$ cat src/rtl/slc_pkg.sv
package slc_pkg;

  // recency rank storage and saturation
  localparam int RANK_W = 9;
  localparam logic [RANK_W-1:0] RANK_MAX = 9'd511;

  // configuration port
  localparam int PADDR_W = 4;
  localparam int PDATA_W = 32;

  typedef enum logic [1:0] {
    REG_INDEX_BITS = 2'd0,
    REG_WAY_BITS   = 2'd1,
    REG_ALLOC      = 2'd2,
    REG_PREFETCH   = 2'd3
  } reg_index_t;

  typedef enum logic [1:0] {
    PF_NONE  = 2'd0,
    PF_ALL   = 2'd1,
    PF_MISS  = 2'd2,
    PF_SPARE = 2'd3
  } prefetch_t;

  // register file contents seen by the front and back
  typedef struct packed {
    logic [3:0] index_bits;
    logic [3:0] way_bits;
    logic       alloc_on_store;
    logic [1:0] prefetch_mode;
  } cfg_t;

endpackage

$ cat src/rtl/slc_if.sv
interface slc_req_if #(parameter int ADDR_WIDTH = 32);
  logic                  valid;
  logic                  ready;
  logic [ADDR_WIDTH-1:0] address;
  logic                  is_store;
  modport source (output valid, address, is_store, input ready);
  modport sink (input valid, address, is_store, output ready);
endinterface


$ cat src/rtl/slc_front.sv
module slc_front #(
  parameter int ADDR_WIDTH = 32,
  parameter int LINE_BYTES = 32
) (
  input  logic                  clk,
  input  logic                  rst,
  slc_req_if.sink               req,
  input  slc_pkg::cfg_t         cfg,
  input  logic                  clearing,
  output logic                  q_valid,
  output logic [ADDR_WIDTH-$clog2(LINE_BYTES)-1:0] q_line,
  output logic                  q_alloc,
  input  logic                  q_pop
);

  localparam int LSHIFT = $clog2(LINE_BYTES);
  localparam int LW = ADDR_WIDTH - LSHIFT;

  logic [LW-1:0] line_q [2];
  logic          alloc_q [2];
  logic          wr_ptr;
  logic          rd_ptr;
  logic [1:0]    count;
  logic          push;

  // accept while the queue has room and no clearing pass runs
  assign req.ready = (count != 2'd2) && !clearing;
  assign push = req.valid && req.ready;

  assign q_valid = (count != 2'd0);
  assign q_line  = line_q[rd_ptr];
  assign q_alloc = alloc_q[rd_ptr];

  // classify the request: line number and whether a miss allocates
  always_ff @(posedge clk) begin
    if (push) begin
      line_q[wr_ptr]  <= req.address[ADDR_WIDTH-1:LSHIFT];
      alloc_q[wr_ptr] <= !req.is_store || cfg.alloc_on_store;
    end
  end

  // queue pointers
  always_ff @(posedge clk) begin
    if (rst) begin
      wr_ptr <= 1'b0;
      rd_ptr <= 1'b0;
      count  <= 2'd0;
    end else begin
      if (push) begin
        wr_ptr <= !wr_ptr;
      end
      if (q_pop) begin
        rd_ptr <= !rd_ptr;
      end
      count <= count + 2'(push) - 2'(q_pop);
    end
  end

endmodule

$ cat src/flat_wrapper.sv
// flat-port wrapper written by rule: the top's interface ports become plain ports
module slc_front_flat 
#(
  parameter int ADDR_WIDTH = 32,
  parameter int LINE_BYTES = 32
)
  (clk, rst, cfg, clearing, q_valid, q_line, q_alloc, q_pop, req_valid, req_address, req_is_store, req_ready);
  slc_req_if #(.ADDR_WIDTH(ADDR_WIDTH)) req_i ();
  input  logic clk;
  input  logic rst;
  input  slc_pkg::cfg_t cfg;
  input  logic clearing;
  output logic q_valid;
  output logic [ADDR_WIDTH-$clog2(LINE_BYTES)-1:0] q_line;
  output logic q_alloc;
  input  logic q_pop;
  input wire logic [$bits(req_i.valid)-1:0] req_valid;
  input wire logic [$bits(req_i.address)-1:0] req_address;
  input wire logic [$bits(req_i.is_store)-1:0] req_is_store;
  output wire logic [$bits(req_i.ready)-1:0] req_ready;
  assign req_i.valid = req_valid;
  assign req_i.address = req_address;
  assign req_i.is_store = req_is_store;
  assign req_ready = req_i.ready;
  slc_front #(.ADDR_WIDTH(ADDR_WIDTH), .LINE_BYTES(LINE_BYTES)) u_core (.clk(clk), .rst(rst), .req(req_i), .cfg(cfg), .clearing(clearing), .q_valid(q_valid), .q_line(q_line), .q_alloc(q_alloc), .q_pop(q_pop));
endmodule
$ cat config.mk
export PLATFORM = sky130hd
export DESIGN_NAME = slc_front_flat
export DESIGN_NICKNAME = d
export VERILOG_FILES = /design/src/rtl/slc_pkg.sv /design/src/rtl/slc_if.sv /design/src/rtl/slc_front.sv /design/src/flat_wrapper.sv
export SDC_FILE = /design/constraint.sdc
export NUM_CORES = 1
export LEC_CHECK = 0
export BUFFER_PORTS_ARGS = -buffer_cell sky130_fd_sc_hd__buf_4
export CELL_PAD_IN_SITES_DETAIL_PLACEMENT = 0
export CELL_PAD_IN_SITES_GLOBAL_PLACEMENT = 2
export CORE_MARGIN = 3
export CORE_UTILIZATION = 37
export CTS_CLUSTER_SIZE = 24
export DETAILED_ROUTE_END_ITERATION = 10
export MAX_ROUTING_LAYER = met4
export PLACE_DENSITY = 0.84
export SKIP_LAST_GASP = 1
export SYNTH_ARGS = -nofsm -noshare
export SYNTH_HDL_FRONTEND = slang
export SYNTH_SLANG_ARGS = --single-unit
$ cat constraint.sdc
create_clock -name clk -period 4.9 [get_ports clk]
set_clock_uncertainty 0.05 [all_clocks]
set_input_delay 0.735 -clock clk [delete_from_list [all_inputs] [get_ports clk]]
set_output_delay 0.735 -clock clk [all_outputs]
set_load 0.02 [all_outputs]
; After elaboration in Yosys (flattened, before gate mapping)
; Memories as Yosys holds them, arrays and structs flattened. A register that Yosys moved wholly into a read port is not among the register bits.
; Index checks and enable logic that the tools add are counted.
[totals]
word_cells = 22
rom_bits = 0
latch_bits = 0
mem_count = 2
out_inout_bits = 30
ram_bits = 56
ff_bits = 4
[memory_table]
columns = name, words, word_bits, rd, rd_ports_with_merged_regs, wr, line_no
row1 = u_core.line_q, 2, 27, 1, 1, 1, slc_front.sv:19  ; logic [LW-1:0] line_q [2];
row2 = u_core.alloc_q, 2, 1, 1, 1, 1, slc_front.sv:20  ; logic alloc_q [2];
[classes]
eq_ne = 1
muxes = 6
n_bitwise = 0
reduce_logical = 8
order_cmp = 0
n_div = 0
addsub = 2
multipliers = 0
n_shift = 0
[ops]
columns = op, count
row1 = $mux W1, 6
row2 = $logic_not A1 Y1, 4
row3 = $add A2 B1 Y2, 1
row4 = $logic_and A1 B1 Y1, 2
row5 = $ne A2 B2 Y1 const B, 1
row6 = $reduce_bool A2 Y1, 1
row7 = $sub A2 B1 Y2, 1
row8 = $logic_or A1 B1 Y1, 1

; Logic depth before layout (Yosys ltp)
[logic_depth]
depth_word = 5
ltp_mapped = 7
ltp_nobuf = 7

; Worst setup path after synthesis
; OpenSTA, ideal clock, no wires.
[synth_timing]
kind = input-to-reg
startpoint = in clearing
endpoint = mem u_core.alloc_q[0] (enable)
setup_slack_ns = 2.139
stages = 2
n_path_buf = 0
arrival_time_ns = 2.295
cell_sequence = nor3b_4 -> nor2b_1
[synth_via]
elab_chain_cells = 5
[synth_lines]
columns = item, line_no
row1 = from (decl), flat_wrapper.sv:12  ; input logic clearing;
row2 = $logic_not A1 Y1, slc_front.sv:27  ; assign req.ready = (count != 2'd2) && !clearing;
row3 = $logic_and A1 B1 Y1, slc_front.sv:27
row4 = $logic_and A1 B1 Y1, slc_front.sv:28  ; assign push = req.valid && req.ready;
row5 = $mux W1, slc_front.sv:36  ; if (push) begin
row6 = $mux W1 (implied by the code), slc_front.sv:38  ; alloc_q[wr_ptr] <= !req.is_store || cfg.alloc_on_store;
row7 = to (decl), slc_front.sv:20
; Every way passes these cells.

==> out/results.tsv <==
stage	metric	value	unit
die	rows	28	
yosys	yosys_warnings	0	
place	gp_routability_congestion	0.765	
die	fp.dieArea	7180	um^2
yosys	ys_ff_latch	61	
setup_path	cp-start-kind	flop	
route	drt_drc_violations_left	0	
global_route	antenna_violations_before_repair	0	
clock_network	tritoncts.num_buffers	9	
route	num_vias	1224	
setup_path	slowest_delay	620	ps
die	starting_density_of_the_core	0.385	
yosys	synth.yosys.seq_area_share	0.777	
timing	period_share	0.537	
layout	drive_gt1_frac	0.589	
timing	postLayoutSetupSlackWorst	2270	ps
route	detail-route-antenna-nets	0	
layout	final_nets	238	
pwr	powerDensity	396	nW/um^2
timing	setup_violations	0	
pwr	clock_group_share_of_total_power	0.348	
pwr	peakVddDrop	0.207	mV
route	detail_route.first_pass.iterations	4	
setup_path	required	4120	ps
global_route	global_route_wire_length_before_repair	6380	um
setup_path	crit_arrival	1850	ps
timing	hold_violations	0	
pwr	fin_total_pwr	0.00120	W
timing	slew_viol_final	0	
clock_network	post_cts_sizing_count	0	
yosys	ys.flop_type	sky130_fd_sc_hd__edfxtp_1	
clock_network	cts.hold.buffers_added	0	
yosys	async_reset_ff_frac	0	
min_path	hold_path.startpoint	u_core.rd_ptr	
yosys	postSynthCellCount	114	
timing	min_period	2630	ps
route	wirelength	4020	um
yosys	synthMostInstantiatedCell	sky130_fd_sc_hd__edfxtp_1	
route	drt-wirelength-per-cell	15.1	um
place	io_buffers	63	
global_route	grt_remaining_overflow	0	
setup_path	rr_startpoint	u_core.count[1]	
setup_path	crit_path_end	q_line[6]	
clock_network	post_cts.repair.setup_buffers	0	
route	detail_route.iter0.violations	56	
setup_path	crit_family	flip-flops	
yosys	synth.top_cells.by_area	sky130_fd_sc_hd__edfxtp_1 (73%), sky130_fd_sc_hd__mux2_2 (14%), sky130_fd_sc_hd__dfxtp_1 (4.4%)	
layout	layoutNonFillerInstCount	267	
layout	layout.filler_cells	488	
setup_path	worstPathCellList	buf_4 -> mux2_2 -> buf_4	
min_path	hold_path_class	reg2reg	
clock_network	htree_levels	3	
timing	max-slew-margin-rel	0.438	
timing	max_freq	380	MHz
pwr	leakagePower	1.14	nW
global_route	grt_use_total	0.127	
global_route	grt_pass1_vias	1336	
flow_run	max-cap-violations	0	
pwr	net_sw_power	0.000286	W
setup_path	setup.worst_path.class	reg2out	
clock_network	cts_tree	yes	
timing	tns	0	ps
yosys	synth_enable_flop_cells	56	
die	die_width	84.7	um
layout	antenna-diode-count	0	
place	placedInstanceArea	2850	um^2
place	hpwlAfterDp	2830	um
setup_path	critical_path_depth_in_cells	3	
die	num_io_pins	79	
layout	seqCellArea	1780	um^2
pwr	portion_of_total_power_attributed_to_sequential_cells	0.508	
yosys	synth_area_per_cell	20.1	um^2
yosys	synth_top_area_frac	0.734	
clock_network	cts.sink_count	61	
yosys	synth_fp_nets	165	
outcome	status	complete, no violations	
place	detailedPlace.worstSlack	2380	ps
layout	stdcell_area	3040	um^2
setup_path	worst-path-buf-inv	2	
die	design.core.area	5960	um^2
yosys	synth_cell_types	18	
yosys	netlist_top_cells_count	sky130_fd_sc_hd__edfxtp_1 (56), sky130_fd_sc_hd__mux2_2 (28), sky130_fd_sc_hd__dfxtp_1 (5), sky130_fd_sc_hd__nor2_1 (5), sky130_fd_sc_hd__nor2b_1 (3)	
yosys	synth.cell_area	2290	um^2
die	die_height	84.7	um
timing	worstMarginPinSlew	841	ps
layout	area_of_combinational_cells_with_multiple_inputs	480	um^2
clock_network	clk_transition_reported_paths	70	ps
clock_network	cts-root-to-sink-buffers	2	
layout	layout_overhead_on_the_synthesized_area	32.7	%
pwr	p_comb_frac	0.144	
setup_path	critical_path.most_common_cell	sky130_fd_sc_hd__buf_4	
yosys	netlist.top_cell.by_area	sky130_fd_sc_hd__edfxtp_1	
place	post-place-cells	251	
setup_path	crit_fanout	18	
global_route	grt_start_max_net_pins	29	
setup_path	r2r.worst_path.cells	4	
setup_path	critical_path.reg2reg.endpoint	u_core.line_q[1][7]	
timing	grt_setup_unrepaired	false	
setup_path	slowest_stage	sky130_fd_sc_hd__dfxtp_1	
route	vias_per_cell	4.58	
setup_path	worst-r2r-setup-slack	2850	ps
setup_path	cp-end-kind	output pin	
clock_network	clock-root-buffer	sky130_fd_sc_hd__clkbuf_8	
pwr	switching_share	0.238	
clock_network	later_pin_clock_latency_in_the_skew_report	330	ps
pwr	internal-power	0.000917	W
-- power groups by stage --
stage / registers [W] / clock network, W / logic, W
finish: 0.000611 / 0.000419 / 0.000173
global route: 0.000614 / 0.000461 / 0.000187
CTS: 0.000612 / 0.000435 / 0.000177
detailed placement: 0.000623 / 0 / 0.000176
global placement: 0.000621 / 0 / 0.000170
floorplan: 0.000617 / 0 / 0.000105
-- cell usage in the layout, fill, tap and decap left out --
cell type                    count
sky130_fd_sc_hd__buf_4          65
sky130_fd_sc_hd__edfxtp_1       56
sky130_fd_sc_hd__mux2_2         28
sky130_fd_sc_hd__clkbuf_8        9
sky130_fd_sc_hd__nor2_1          5
sky130_fd_sc_hd__dfxtp_1         5
sky130_fd_sc_hd__clkinvlp_4      3
sky130_fd_sc_hd__inv_1           2
sky130_fd_sc_hd__nor2b_4         2
sky130_fd_sc_hd__and2_1          2
sky130_fd_sc_hd__nor2b_1         2
sky130_fd_sc_hd__ha_1            2
sky130_fd_sc_hd__clkinv_2        2
sky130_fd_sc_hd__nor3b_4         1
sky130_fd_sc_hd__nand2b_1        1
sky130_fd_sc_hd__or2_2           1
sky130_fd_sc_hd__xnor2_1         1
sky130_fd_sc_hd__mux2_4          1
sky130_fd_sc_hd__xor2_1          1
sky130_fd_sc_hd__nor3_1          1
sky130_fd_sc_hd__clkinv_1        1
sky130_fd_sc_hd__bufinv_16       1
-- stage by stage --
step / utilization / hold slack, ps
floorplan: - / 430
global placement: 0.479 / 445
detailed placement: 0.479 / 463
CTS: 0.511 / 485
global route: 0.511 / 496
finish: 0.511 / 477
-- tightest hold or removal path, cell delays in order (launching register included) --
cell and delay (ps):
sky130_fd_sc_hd__dfxtp_1 330, sky130_fd_sc_hd__xnor2_1 90, sky130_fd_sc_hd__nor2_1 80
-- cell families after synthesis --
logic type    count (synthesis)  synth area share
buf+inv                       5            0.0164
simple gates                 15            0.0437
fa+ha+maj                     2            0.0109
flops                        61             0.777
mux                          29             0.144
xor+xnor                      2           0.00764
-- worst min-delay path by stage --
stage	endpoint	slack [ps]	depth (start not counted)
after global routing	u_core.line_q[0][24]	500	1
after global placement	u_core.rd_ptr	450	2
after detailed placement	u_core.rd_ptr	460	2
after floorplan	flop	430	2
final	u_core.rd_ptr	480	2
after CTS	u_core.rd_ptr	490	2
-- layer usage --
layer	part of all wire	track usage	up-vias
li1	-	-	578
met1	0.40	0.134	586
met2	0.52	0.202	54
met3	0.069	0.0530	6
met4	0.010	0.0691	0
met5	0	-	-
-- registers in the layout (all words and copies together) (netlist names), named ones only --
name            cells
u_core.alloc_q      2
u_core.line_q      54
u_core.count        2
u_core.wr_ptr       1
u_core.rd_ptr       1
-- layout make-up --
| cell class | count | area share |
|---|---|---|
| clock buffers | 9 | 0.0407 |
| repair buffers | 65 | 0.160 |
| well taps | 75 | 0.0309 |
| inverters | 2 | 0.00247 |
| multi-input cells | 48 | 0.158 |
| flip-flops and latches | 61 | 0.586 |
| clock inverters | 7 | 0.0218 |
Power figures use the tool's default switching activity.
